$ cat config.mk
export PLATFORM = sky130hd
export DESIGN_NAME = button_debounce_autorepeat_top_flat
export DESIGN_NICKNAME = d
export VERILOG_FILES = /design/src/bda_pkg.sv /design/src/bda_poll_if.sv /design/src/bda_result_if.sv /design/src/bda_cfg_if.sv /design/src/button_debounce_autorepeat_top.sv /design/src/bda_cfg_regs.sv /design/src/bda_engine.sv /design/src/flat_wrapper.sv
export SDC_FILE = /design/constraint.sdc
export NUM_CORES = 1
export LEC_CHECK = 0
export ABC_CLOCK_PERIOD_IN_PS = 16300
export CAP_MARGIN = 40
export CORE_ASPECT_RATIO = 1.5
export CORE_MARGIN = 2
export CORE_UTILIZATION = 45
export DETAILED_ROUTE_END_ITERATION = 10
export DONT_BUFFER_PORTS = 1
export PLACE_DENSITY = 0.65
export SETUP_SLACK_MARGIN = 0.4
export SYNTH_ARGS = -nofsm -noshare
export SYNTH_HDL_FRONTEND = slang
export SYNTH_HIERARCHICAL = 1
export SYNTH_SLANG_ARGS = --single-unit
$ cat constraint.sdc
create_clock -name clk -period 16.3 [get_ports clk]
set_input_delay 3.26 -clock clk [delete_from_list [all_inputs] [get_ports clk]]
set_output_delay 3.26 -clock clk [all_outputs]
set_load 0.01 [all_outputs]
$ cat src/bda_pkg.sv
// Shared types and constants for the button debounce / auto-repeat block.
// No dependencies.
package bda_pkg;

	localparam int NUM_BUTTONS = 8;
	localparam int TIME_WIDTH  = 32;
	localparam int BTN_W       = (NUM_BUTTONS > 1) ? $clog2(NUM_BUTTONS) : 1;

	localparam int IDX_W   = 3;
	localparam int NOW_W   = 32;
	localparam int DELAY_W = 16;
	localparam int CFG_IDX_W = 2;

	localparam logic [DELAY_W-1:0] DEBOUNCE_RST = 16'd30;
	localparam logic [DELAY_W-1:0] INITIAL_RST  = 16'd500;
	localparam logic [DELAY_W-1:0] REPEAT_RST   = 16'd100;

	typedef enum logic [CFG_IDX_W-1:0] {
		REG_DEBOUNCE = 2'd0,
		REG_INITIAL  = 2'd1,
		REG_REPEAT   = 2'd2
	} cfg_reg_t;

	typedef struct packed {
		logic [DELAY_W-1:0] debounce_ms;
		logic [DELAY_W-1:0] initial_delay_ms;
		logic [DELAY_W-1:0] repeat_delay_ms;
	} cfg_t;

	typedef struct packed {
		logic [IDX_W-1:0] button_index;
		logic             raw_pressed;
		logic [NOW_W-1:0] now_ms;
	} poll_t;

endpackage

$ cat src/bda_poll_if.sv
// Poll channel: one beat is one sample of one button.
// Depends on bda_pkg.
interface bda_poll_if;
	import bda_pkg::*;
	logic             valid;
	logic             ready;
	logic [IDX_W-1:0] button_index;
	logic             raw_pressed;
	logic [NOW_W-1:0] now_ms;

	modport source (output valid, button_index, raw_pressed, now_ms, input ready);
	modport sink   (input valid, button_index, raw_pressed, now_ms, output ready);
endinterface

$ cat src/bda_result_if.sv
// Result channel: one beat carries the fire flag of one poll.
// No dependencies.
interface bda_result_if;
	logic valid;
	logic ready;
	logic fire;

	modport source (output valid, fire, input ready);
	modport sink   (input valid, fire, output ready);
endinterface

$ cat src/bda_cfg_if.sv
// Configuration write channel: register index and write data per beat.
// Depends on bda_pkg.
interface bda_cfg_if;
	import bda_pkg::*;
	logic                 valid;
	logic                 ready;
	logic [CFG_IDX_W-1:0] index;
	logic [DELAY_W-1:0]   data;

	modport source (output valid, index, data, input ready);
	modport sink   (input valid, index, data, output ready);
endinterface

$ cat src/button_debounce_autorepeat_top.sv
// Top level of the button debounce / auto-repeat block.
// Depends on bda_pkg, the channel interfaces, bda_cfg_regs and bda_engine.
//
// Accepts one poll per clock cycle while the result side does not stall, and
// returns one fire beat per poll: the poll is held in the input register,
// then a read-modify-write of the polled button's timers and levels loads
// the result register. A held result does not block the next poll, which
// waits in the input register.
module button_debounce_autorepeat_top
	import bda_pkg::*;
(
	input  logic          clk,
	input  logic          arst_n,
	bda_poll_if.sink      poll,
	bda_result_if.source  result,
	bda_cfg_if.sink       cfg
);

	cfg_t  regs;
	poll_t poll_s1;
	logic  valid_s1;
	logic  res_valid_q;
	logic  fire_q;
	logic  advance;
	logic  fire_c;

	assign advance    = valid_s1 && (!res_valid_q || result.ready);
	assign poll.ready = !valid_s1 || advance;

	bda_cfg_regs u_cfg (
		.clk    (clk),
		.arst_n (arst_n),
		.cfg    (cfg),
		.regs   (regs)
	);

	bda_engine u_engine (
		.clk     (clk),
		.arst_n  (arst_n),
		.regs    (regs),
		.advance (advance),
		.item    (poll_s1),
		.fire    (fire_c)
	);

	always_ff @(posedge clk or negedge arst_n) begin
		if (!arst_n) begin
			valid_s1 <= 1'b0;
		end else if (poll.ready) begin
			valid_s1 <= poll.valid;
		end
	end

	always_ff @(posedge clk) begin
		if (poll.valid && poll.ready) begin
			poll_s1.button_index <= poll.button_index;
			poll_s1.raw_pressed  <= poll.raw_pressed;
			poll_s1.now_ms       <= poll.now_ms;
		end
	end

	always_ff @(posedge clk or negedge arst_n) begin
		if (!arst_n) begin
			res_valid_q <= 1'b0;
		end else if (advance) begin
			res_valid_q <= 1'b1;
		end else if (result.ready) begin
			res_valid_q <= 1'b0;
		end
	end

	always_ff @(posedge clk) begin
		if (advance)
			fire_q <= fire_c;
	end

	assign result.valid = res_valid_q;
	assign result.fire  = fire_q;

endmodule

$ cat src/bda_cfg_regs.sv
// Configuration registers: debounce, initial delay and repeat interval.
// Depends on bda_pkg and bda_cfg_if.
module bda_cfg_regs
	import bda_pkg::*;
(
	input  logic       clk,
	input  logic       arst_n,
	bda_cfg_if.sink    cfg,
	output cfg_t       regs
);

	cfg_t regs_q;

	assign cfg.ready = 1'b1;
	assign regs      = regs_q;

	always_ff @(posedge clk or negedge arst_n) begin
		if (!arst_n) begin
			regs_q.debounce_ms      <= DEBOUNCE_RST;
			regs_q.initial_delay_ms <= INITIAL_RST;
			regs_q.repeat_delay_ms  <= REPEAT_RST;
		end else if (cfg.valid) begin
			case (cfg_reg_t'(cfg.index))
				REG_DEBOUNCE: regs_q.debounce_ms      <= cfg.data;
				REG_INITIAL:  regs_q.initial_delay_ms <= cfg.data;
				REG_REPEAT:   regs_q.repeat_delay_ms  <= cfg.data;
				default: ;
			endcase
		end
	end

endmodule

$ cat src/bda_engine.sv
// Per-button state and the read-modify-write of one poll.
// Depends on bda_pkg.
module bda_engine
	import bda_pkg::*;
(
	input  logic  clk,
	input  logic  arst_n,
	input  cfg_t  regs,
	input  logic  advance,
	input  poll_t item,
	output logic  fire
);

	logic [NUM_BUTTONS-1:0]  last_raw_q;
	logic [NUM_BUTTONS-1:0]  stable_q;
	logic [NUM_BUTTONS-1:0]  first_done_q;
	logic [TIME_WIDTH-1:0]   change_time_q [NUM_BUTTONS];
	logic [TIME_WIDTH-1:0]   repeat_time_q [NUM_BUTTONS];
	logic [BTN_W-1:0]        owner_idx_q;
	logic                    owner_valid_q;

	logic [BTN_W-1:0]      b;
	logic                  in_range;
	logic [TIME_WIDTH-1:0] now;
	logic                  raw;
	logic [TIME_WIDTH-1:0] ct_n;
	logic [TIME_WIDTH-1:0] since_change;
	logic [TIME_WIDTH-1:0] since_repeat;
	logic [TIME_WIDTH-1:0] limit;
	logic                  accept;
	logic                  press;
	logic                  release_ev;
	logic                  owner_here;
	logic                  st_n;
	logic                  rep_fire;

	always_comb begin
		b          = item.button_index[BTN_W-1:0];
		in_range   = (32'(item.button_index) < 32'(NUM_BUTTONS));
		now        = TIME_WIDTH'(item.now_ms);
		raw        = item.raw_pressed;
		ct_n       = (raw != last_raw_q[b]) ? now : change_time_q[b];
		since_change = now - ct_n;
		accept     = (since_change > TIME_WIDTH'(regs.debounce_ms)) && (stable_q[b] != raw);
		press      = accept && raw;
		release_ev = accept && !raw;
		owner_here = owner_valid_q && (owner_idx_q == b);
		st_n       = accept ? raw : stable_q[b];
		limit      = first_done_q[b] ? TIME_WIDTH'(regs.repeat_delay_ms)
		                             : TIME_WIDTH'(regs.initial_delay_ms);
		since_repeat = now - repeat_time_q[b];
		rep_fire   = !press && st_n && owner_here && (since_repeat >= limit);
		fire       = in_range && (press || rep_fire);
	end

	always_ff @(posedge clk or negedge arst_n) begin
		if (!arst_n) begin
			last_raw_q    <= '0;
			stable_q      <= '0;
			first_done_q  <= '0;
			owner_idx_q   <= '0;
			owner_valid_q <= 1'b0;
			for (int i = 0; i < NUM_BUTTONS; i++) begin
				change_time_q[i] <= '0;
				repeat_time_q[i] <= '0;
			end
		end else if (advance && in_range) begin
			last_raw_q[b]    <= raw;
			change_time_q[b] <= ct_n;
			stable_q[b]      <= st_n;
			if (press) begin
				repeat_time_q[b] <= now;
				first_done_q[b]  <= 1'b0;
				owner_idx_q      <= b;
				owner_valid_q    <= 1'b1;
			end else if (rep_fire) begin
				repeat_time_q[b] <= now;
				first_done_q[b]  <= 1'b1;
			end
			if (release_ev && owner_here)
				owner_valid_q <= 1'b0;
		end
	end

	// a valid owner always holds a debounced press
	a_owner_pressed: assert property (@(posedge clk) disable iff (!arst_n)
		owner_valid_q |-> stable_q[owner_idx_q])
		else $error("owner is not in pressed state");

	a_press_owns: assert property (@(posedge clk) disable iff (!arst_n)
		advance && in_range && press |=> owner_valid_q && (owner_idx_q == $past(b)))
		else $error("press did not take ownership");

	a_repeat_stamp: assert property (@(posedge clk) disable iff (!arst_n)
		advance && in_range && rep_fire |=>
		first_done_q[$past(b)] && (repeat_time_q[$past(b)] == $past(now)))
		else $error("repeat fire did not restamp");

endmodule

$ cat src/flat_wrapper.sv
// flat-port wrapper written by rule: the top's interface ports become plain ports
module button_debounce_autorepeat_top_flat import bda_pkg::*;
  (clk, arst_n, poll_valid, poll_button_index, poll_raw_pressed, poll_now_ms, poll_ready, result_valid, result_fire, result_ready, cfg_valid, cfg_index, cfg_data, cfg_ready);
  bda_poll_if poll_i ();
  bda_result_if result_i ();
  bda_cfg_if cfg_i ();
  input  logic clk;
  input  logic arst_n;
  input wire logic [$bits(poll_i.valid)-1:0] poll_valid;
  input wire logic [$bits(poll_i.button_index)-1:0] poll_button_index;
  input wire logic [$bits(poll_i.raw_pressed)-1:0] poll_raw_pressed;
  input wire logic [$bits(poll_i.now_ms)-1:0] poll_now_ms;
  output wire logic [$bits(poll_i.ready)-1:0] poll_ready;
  output wire logic [$bits(result_i.valid)-1:0] result_valid;
  output wire logic [$bits(result_i.fire)-1:0] result_fire;
  input wire logic [$bits(result_i.ready)-1:0] result_ready;
  input wire logic [$bits(cfg_i.valid)-1:0] cfg_valid;
  input wire logic [$bits(cfg_i.index)-1:0] cfg_index;
  input wire logic [$bits(cfg_i.data)-1:0] cfg_data;
  output wire logic [$bits(cfg_i.ready)-1:0] cfg_ready;
  assign poll_i.valid = poll_valid;
  assign poll_i.button_index = poll_button_index;
  assign poll_i.raw_pressed = poll_raw_pressed;
  assign poll_i.now_ms = poll_now_ms;
  assign poll_ready = poll_i.ready;
  assign result_valid = result_i.valid;
  assign result_fire = result_i.fire;
  assign result_i.ready = result_ready;
  assign cfg_i.valid = cfg_valid;
  assign cfg_i.index = cfg_index;
  assign cfg_i.data = cfg_data;
  assign cfg_ready = cfg_i.ready;
  button_debounce_autorepeat_top u_core (.clk(clk), .arst_n(arst_n), .poll(poll_i), .result(result_i), .cfg(cfg_i));
endmodule
## After elaboration in Yosys (flattened, before gate mapping)

Cells that the tools add are included.

- $add $sub $neg: 2
- Multipliers: 0
- Div/mod/pow operators: 0
- Order comparisons: 6
- Equality and inequality tests: 5
- Shift-type cells: 0
- Mux-type cells: 31
- Bitwise logic cells: 4
- Reduce and logical (&&, ||, !) cells: 29

Operators by type and width:

| cell | number |
|---|---|
| bitwise mux 256 bit | 2 |
| two-way mux 256 bit | 2 |
| binary-select mux 32 bit (select 3 bit) | 2 |
| two-way mux 32 bit | 6 |
| demux 32 bit (select 3 bit) | 1 |
| subtractor 32 bit | 2 |
| >= comparator 32 x 16 -> 1 bit | 1 |
| > comparator 32 x 16 -> 1 bit | 1 |
| bitwise mux 8 bit | 2 |
| two-way mux 16 bit | 1 |
| two-way mux 8 bit | 2 |
| logical AND 1 bit | 12 |
| AND reduction 2 bit | 6 |
| binary-select mux 1 bit (select 3 bit) | 3 |
| two-way mux 1 bit | 9 |
| bitwise AND 8 bit | 1 |
| NOT 8 bit | 1 |
| bitwise OR 8 bit | 1 |
| nonzero test 2 bit | 3 |
| >= comparator 4 bit (second input constant) | 1 |
| logical NOT 1 bit | 4 |
| less-than comparator 3 x 4 -> 1 bit (second input constant) | 1 |
| less-than comparator 4 x 1 -> 1 bit (second input constant) | 1 |
| NOT 3 -> 4 bit | 1 |
| 8 further kinds | 11 |

- Register bits after elaboration: 627
- Bits in latches: 0
- Bits in writable memories: 0
- Memory bits (read-only): 0
- Bits of input ports: 59
- Output and inout bits: 4
- Logic and storage cells: 107
- Memories: 0

## Depth between registers and ports, before layout

- Depth in word-level cells: 15
- Gate-level depth with buffers: 36
- Depth with buffers taken out: 29

## By module

The synthesis kept the hierarchy.

By module, submodules not included:

| module | times used | cells each | area each (um2) | sequential area each (um2) |
|---|---|---|---|---|
| bda_engine | 1 | 2,697 | 29,067.9 | 13,513.0 |
| bda_cfg_regs | 1 | 104 | 1,843.0 | 1,217.4 |
| button_debounce_autorepeat_top | 1 | 45 | 1,214.9 | 1,161.1 |

## Least setup slack after synthesis

Ideal clock, no wire load.

- Path type: reg-to-reg
- Start: register u_core/poll_s1[33] in the netlist's numbering
- End: register u_core/u_engine/repeat_time_q[100] in the netlist's numbering
- Library setup time: 125 ps
- Arrival time: 7,463 ps
- Required time: 16,175 ps
- Setup slack: 8,712 ps
- Stages on the path, launching flop included: 37
- Buffers on the path: 8
- Period minus slack after synthesis: 7,588 ps
- Path through: edfxtp_1 > buf_6 > buf_6 > nor3_1 > clkbuf_1 > clkbuf_1 > buf_1 > buf_1 > a22oi_1 > nand4_1 > ha_1 > inv_1 > fa_1 > a21oi_1 > o21ai_0 > a21oi_1 > o21ai_0 > a21oi_1 > nor2b_1 > o21ai_0 > nand2b_1 > a21oi_1 > xnor2_1 > ha_1 > a21o_1 > a21o_1 > a221o_1 > a2111oi_0 > o21a_1 > o31ai_1 > nor4_1 > o2111ai_1 > o41ai_2 > a2111o_1 > buf_6 > buf_6 > mux2_4

- Cells in the longest elaborated chain, start to end: 15
- Elaborated cells between the ends (all ways): 40
- Classes of those cells: 2 x add/sub; 4 x order compare; 3 x eq/ne; 20 x mux; 1 x bitwise; 10 x reduce/logical

Ends and longest elaborated chain:

| item | RTL line | source |
|---|---|---|
| from (decl) | button_debounce_autorepeat_top.sv:20 | `poll_t poll_s1;` |
| NOT 3 -> 4 bit (not written as such) | n/a |  |
| binary-select mux 32 bit (select 3 bit) | bda_engine.sv:42 | `ct_n = (raw != last_raw_q[b]) ? now : change_time_q[b];` |
| two-way mux 32 bit (not written as such) (2 in a row) | bda_engine.sv:42 |  |
| two-way mux 32 bit | bda_engine.sv:42 |  |
| subtractor 32 bit | bda_engine.sv:43 | `since_change = now - ct_n;` |
| > comparator 32 x 16 -> 1 bit | bda_engine.sv:44 | `accept = (since_change > TIME_WIDTH'(regs.debounce_ms)) && (stable_q[b] != raw);` |
| logical AND 1 bit | bda_engine.sv:44 |  |
| logical AND 1 bit | bda_engine.sv:45 | `press = accept && raw;` |
| logical NOT 1 bit | bda_engine.sv:52 | `rep_fire = !press && st_n && owner_here && (since_repeat >= limit);` |
| logical AND 1 bit (3 in a row) | bda_engine.sv:52 |  |
| nonzero test 2 bit (no line) | n/a |  |
| AND reduction 2 bit (no line) | n/a |  |
| to (signal, indexed assignment) | bda_engine.sv:72 | `repeat_time_q[b] <= now;` |
| to (signal, indexed assignment) | bda_engine.sv:77 | `repeat_time_q[b] <= now;` |
| to (decl) | bda_engine.sv:18 | `logic [TIME_WIDTH-1:0] repeat_time_q [NUM_BUTTONS];` |

Several ways; a longest one is shown, not always the timed one. The select of a mux whose other input is x is not followed.
A chain may end at the register's enable or synchronous reset.

## Worst setup path in the final report

- Start: register u_core/poll_s1[33] in the netlist's numbering
- End: register u_core/u_engine/repeat_time_q[193] in the netlist's numbering

Same word-level chain as after synthesis.

==> results.cfg <==
[cells_and_area]
fillCellCount = 6236
nNetsFinal = 2911
syn_to_final_growth_pct = 8.09
mostFrequentLayoutCells = 577 x dfrtp_1, 342 x nand2_1, 314 x o21ai_0
insertedDiodeCount = 0
layout-drive-gt1-share = 0.186
final_util = 0.489
layout_commonest_cell = dfrtp_1

[critical_path]
r2r-start = u_core/poll_s1[33]
timing.critical_path.mode_cell = a21oi_1
cp.required_ns = 16.84
worstSetupStartpoint = u_core/poll_s1[33]
path_class = register to register
critical-path-slowest-cell = o41ai_2
crit_path_end_kind = register
critPathMaxStageDelay_ns = 0.78
cp_data_arrival_time_ns = 10.22
crit_fanout = 44
worst_setup_path_start_kind = register

[pwr]
pwr-share-clk = 0.264
comb_power_share = 0.305
cellPowerDensity_nw_per_um2 = 156
switching_power_share_of_the_total = 0.332
p_leak_nw = 15.7
p_int_mw = 3.63
power.ir.vdd_worst_mv = 0.0844
pwr-share-seq = 0.431
net-switching-power_mw = 1.80

[synth]
yosys_warnings = 6
async_reset_ff_frac = 0.941
synth-edff-count = 37
post_synth_instance_area_um2 = 32100
sequential_area_share_after_synthesis = 0.495
avgSynthCellArea_um2 = 11.3
netlist-cell-type-count = 91
synth_fp_nets = 2999
synthesis.instances = 2846
synth_ff_type = dfrtp_1
number_of_flip_flops_and_latches_in_the_synthesized_netlist = 627

[route]
totalWireLength_um = 93700
drt_iter0_drc = 2079
dr_wl_met2_um = 47100
drt_pass1_iterations = 6
met1_length_um = 36000
top_signal_layer_used = met5
avgRoutedWirePerCell_um = 25.2
drc = 0
post_route_antenna_net_violation_count = 0
detailroute.wirelength.met3_um = 4650
viasPerCell = 6.23
via_count = 23196

[place]
hpwlAfterDp_um = 58800
place.gp.congestion = 0.933
placement.io_buffers = 0

[timing]
setup_repair_after_global_routing_missed_its_margin = no
fin_skew_ns = 0.0304
fin_crit_sh = 0.594
setup_tns_ns = 0
fin_crit_ns = 9.69
timing.final.max_slew_violations = 525
setup_violations = 0
hold_violation_total_from_the_final_report = 0
max_clock_freq_mhz = 103
slew_margin_rel = -2.16
worst_slew_pin_slew_ns = 4.74

[status]
outcome = finished with violations
failed_checks = slew limit

[grt]
grt_pass1_vias = 24144
gr-total-overflow = 0
grt_antenna_before_repair = 2
maximum_number_of_pins_on_one_net_before_global_route_repair = 591
grt_usage = 0.254
grt_first_pass_wirelength_um = 145000

[clock_network]
cts_max_level = 2
clock_path_buffers = 3
cts_resized = 0
clkTransAtPathRegs_ns = 0.07
clock-sinks = 627
ctsHoldBuffers = 0
clock_insertion_delay_worst_skew_ns = 0.66
numCtsBuffers = 59
postCtsSetupRepairBufs = 0
ctsRootBufferMaster = clkbuf_16
cts_tree = done

[die]
floorplan.initialDensity = 0.452
rows = 120
die_x_um = 222
boundary_pins = 63
die_area_um2 = 73600
die_h_um = 331
placeableCoreArea_um2 = 71000

[hold_path]
hold_path.startpoint = u_core/u_engine/change_time_q[63]
hold_crit_class = register to register

[job]
max_cap_viol_count = 0
==> logic make-up (layout without fill, tap and decap cells) <==
logic type	count (synthesis)	count (layout)	share of synthesized area
multiplexers	352	352	0.151
adder cells (fa/ha/maj)	95	95	0.0374
AND/OR/NAND/NOR	596	596	0.0873
XOR/XNOR	48	48	0.0133
flip-flops	627	627	0.495
other	1	1	0.000117
AO/OA/AOI/OAI	879	879	0.178
buffers and inverters	248	209	0.0388
==> cell type report <==
type,count,area (um2),area share
Sequential cell,627,15900,0.458
Multi-Input combinational cell,1971,15100,0.435
Clock buffer,83,1710,0.0492
Tap cell,915,1140,0.0330
Timing Repair Buffer,41,368,0.0106
Clock inverter,27,293,0.00843
Inverter,58,218,0.00627
==> critical path, delay by kind of cell, from the launching register on <==
family / cells / cell delay [ns]
buffers and inverters: 4 / 1.53
muxes: 1 / 0.38
xor gates and xnor gates: 1 / 0.10
AOI/OAI and AO/OA: 17 / 4.60
adders and majority gates: 3 / 0.83
and+or+nand+nor: 6 / 1.57
DFF: 1 / 0.49
==> registers in the layout, summed over array words and instances (netlist names), named ones only <==
| register | cells |
|---|---|
| u_core/u_cfg/regs | 48 |
| u_core/u_engine/owner_valid_q | 1 |
| u_core/valid_s1 | 1 |
| u_core/u_engine/repeat_time_q | 256 |
| u_core/poll_s1 | 36 |
| u_core/u_engine/owner_idx_q | 3 |
| u_core/result.valid | 1 |
| u_core/u_engine/stable_q | 8 |
| u_core/u_engine/change_time_q | 256 |
| u_core/result.fire | 1 |
| u_core/u_engine/last_raw_q | 8 |
==> final timing paths <==
check                      depth (start not counted)  slack [ns]                                  to
hold / removal                                     2        0.48   u_core/u_engine/change_time_q[63]
max in group asynchronous                          0       10.31  u_core/u_engine/repeat_time_q[199]
setup / recovery                                  32        6.61  u_core/u_engine/repeat_time_q[193]
setup reg to reg                                  32        6.61  u_core/u_engine/repeat_time_q[193]
hold reg to reg                                    2        0.48   u_core/u_engine/change_time_q[63]
min in group asynchronous                          0        2.34  u_core/u_engine/change_time_q[245]
==> synthesized netlist by cell type, types with 11 or more instances <==
cell | instances | area [um2]
a211oi_1 | 14 | 105
a21o_1 | 35 | 263
a21oi_1 | 122 | 611
a221oi_1 | 41 | 359
a22o_1 | 36 | 315
a22oi_1 | 169 | 1270
a31oi_1 | 41 | 257
and3_1 | 23 | 144
and4_1 | 26 | 228
buf_1 | 18 | 67.6
buf_6 | 38 | 428
clkbuf_1 | 124 | 465
dfrtp_1 | 577 | 14400
dfstp_2 | 13 | 342
edfxtp_1 | 37 | 1110
ha_1 | 92 | 1150
inv_1 | 58 | 218
mux2_2 | 81 | 912
mux2_4 | 232 | 3480
mux2i_1 | 35 | 350
nand2_1 | 351 | 1320
nand2b_1 | 19 | 119
nand3_1 | 22 | 110
nand4_1 | 24 | 150
nor2_1 | 59 | 221
nor2b_1 | 11 | 68.8
nor3_1 | 17 | 85.1
o211ai_1 | 13 | 97.6
o21a_1 | 12 | 90.1
o21ai_0 | 314 | 1570
xnor2_1 | 34 | 298
xor2_1 | 13 | 114
==> power groups by stage <==
| stage | logic (mW) | clock network, mW | registers [mW] |
|---|---|---|---|
| 2_1_floorplan | 1.25 | 0 | 2.26 |
| 3_3_place_gp | 1.59 | 0 | 2.33 |
| 3_5_place_dp | 1.64 | 0 | 2.35 |
| 4_1_cts | 1.64 | 1.47 | 2.33 |
| 5_1_grt | 1.82 | 1.52 | 2.39 |
| 6_report | 1.66 | 1.43 | 2.34 |
==> layer usage <==
layer  vias up  track usage
li1      10307            -
met1     11724        0.297
met2       855        0.446
met3       308       0.0324
met4         2        0.149
met5         -            0
==> metrics by stage <==
stage          power [mW]  cell area (um2)  cells  setup WS (ns)  hold slack (ns)
2_1_floorplan        3.52            32100   2846           8.71            0.444
4_1_cts              5.44            34700   3722           6.74            0.482
6_report             5.43            34700   3722           6.61            0.477
3_3_place_gp         3.92            32600   3607           6.95            0.458
3_5_place_dp         3.99            32700   3612           6.77            0.467
5_1_grt              5.74            34700   3722           6.25            0.501
No activity file was read; power rests on OpenSTA's default activity.
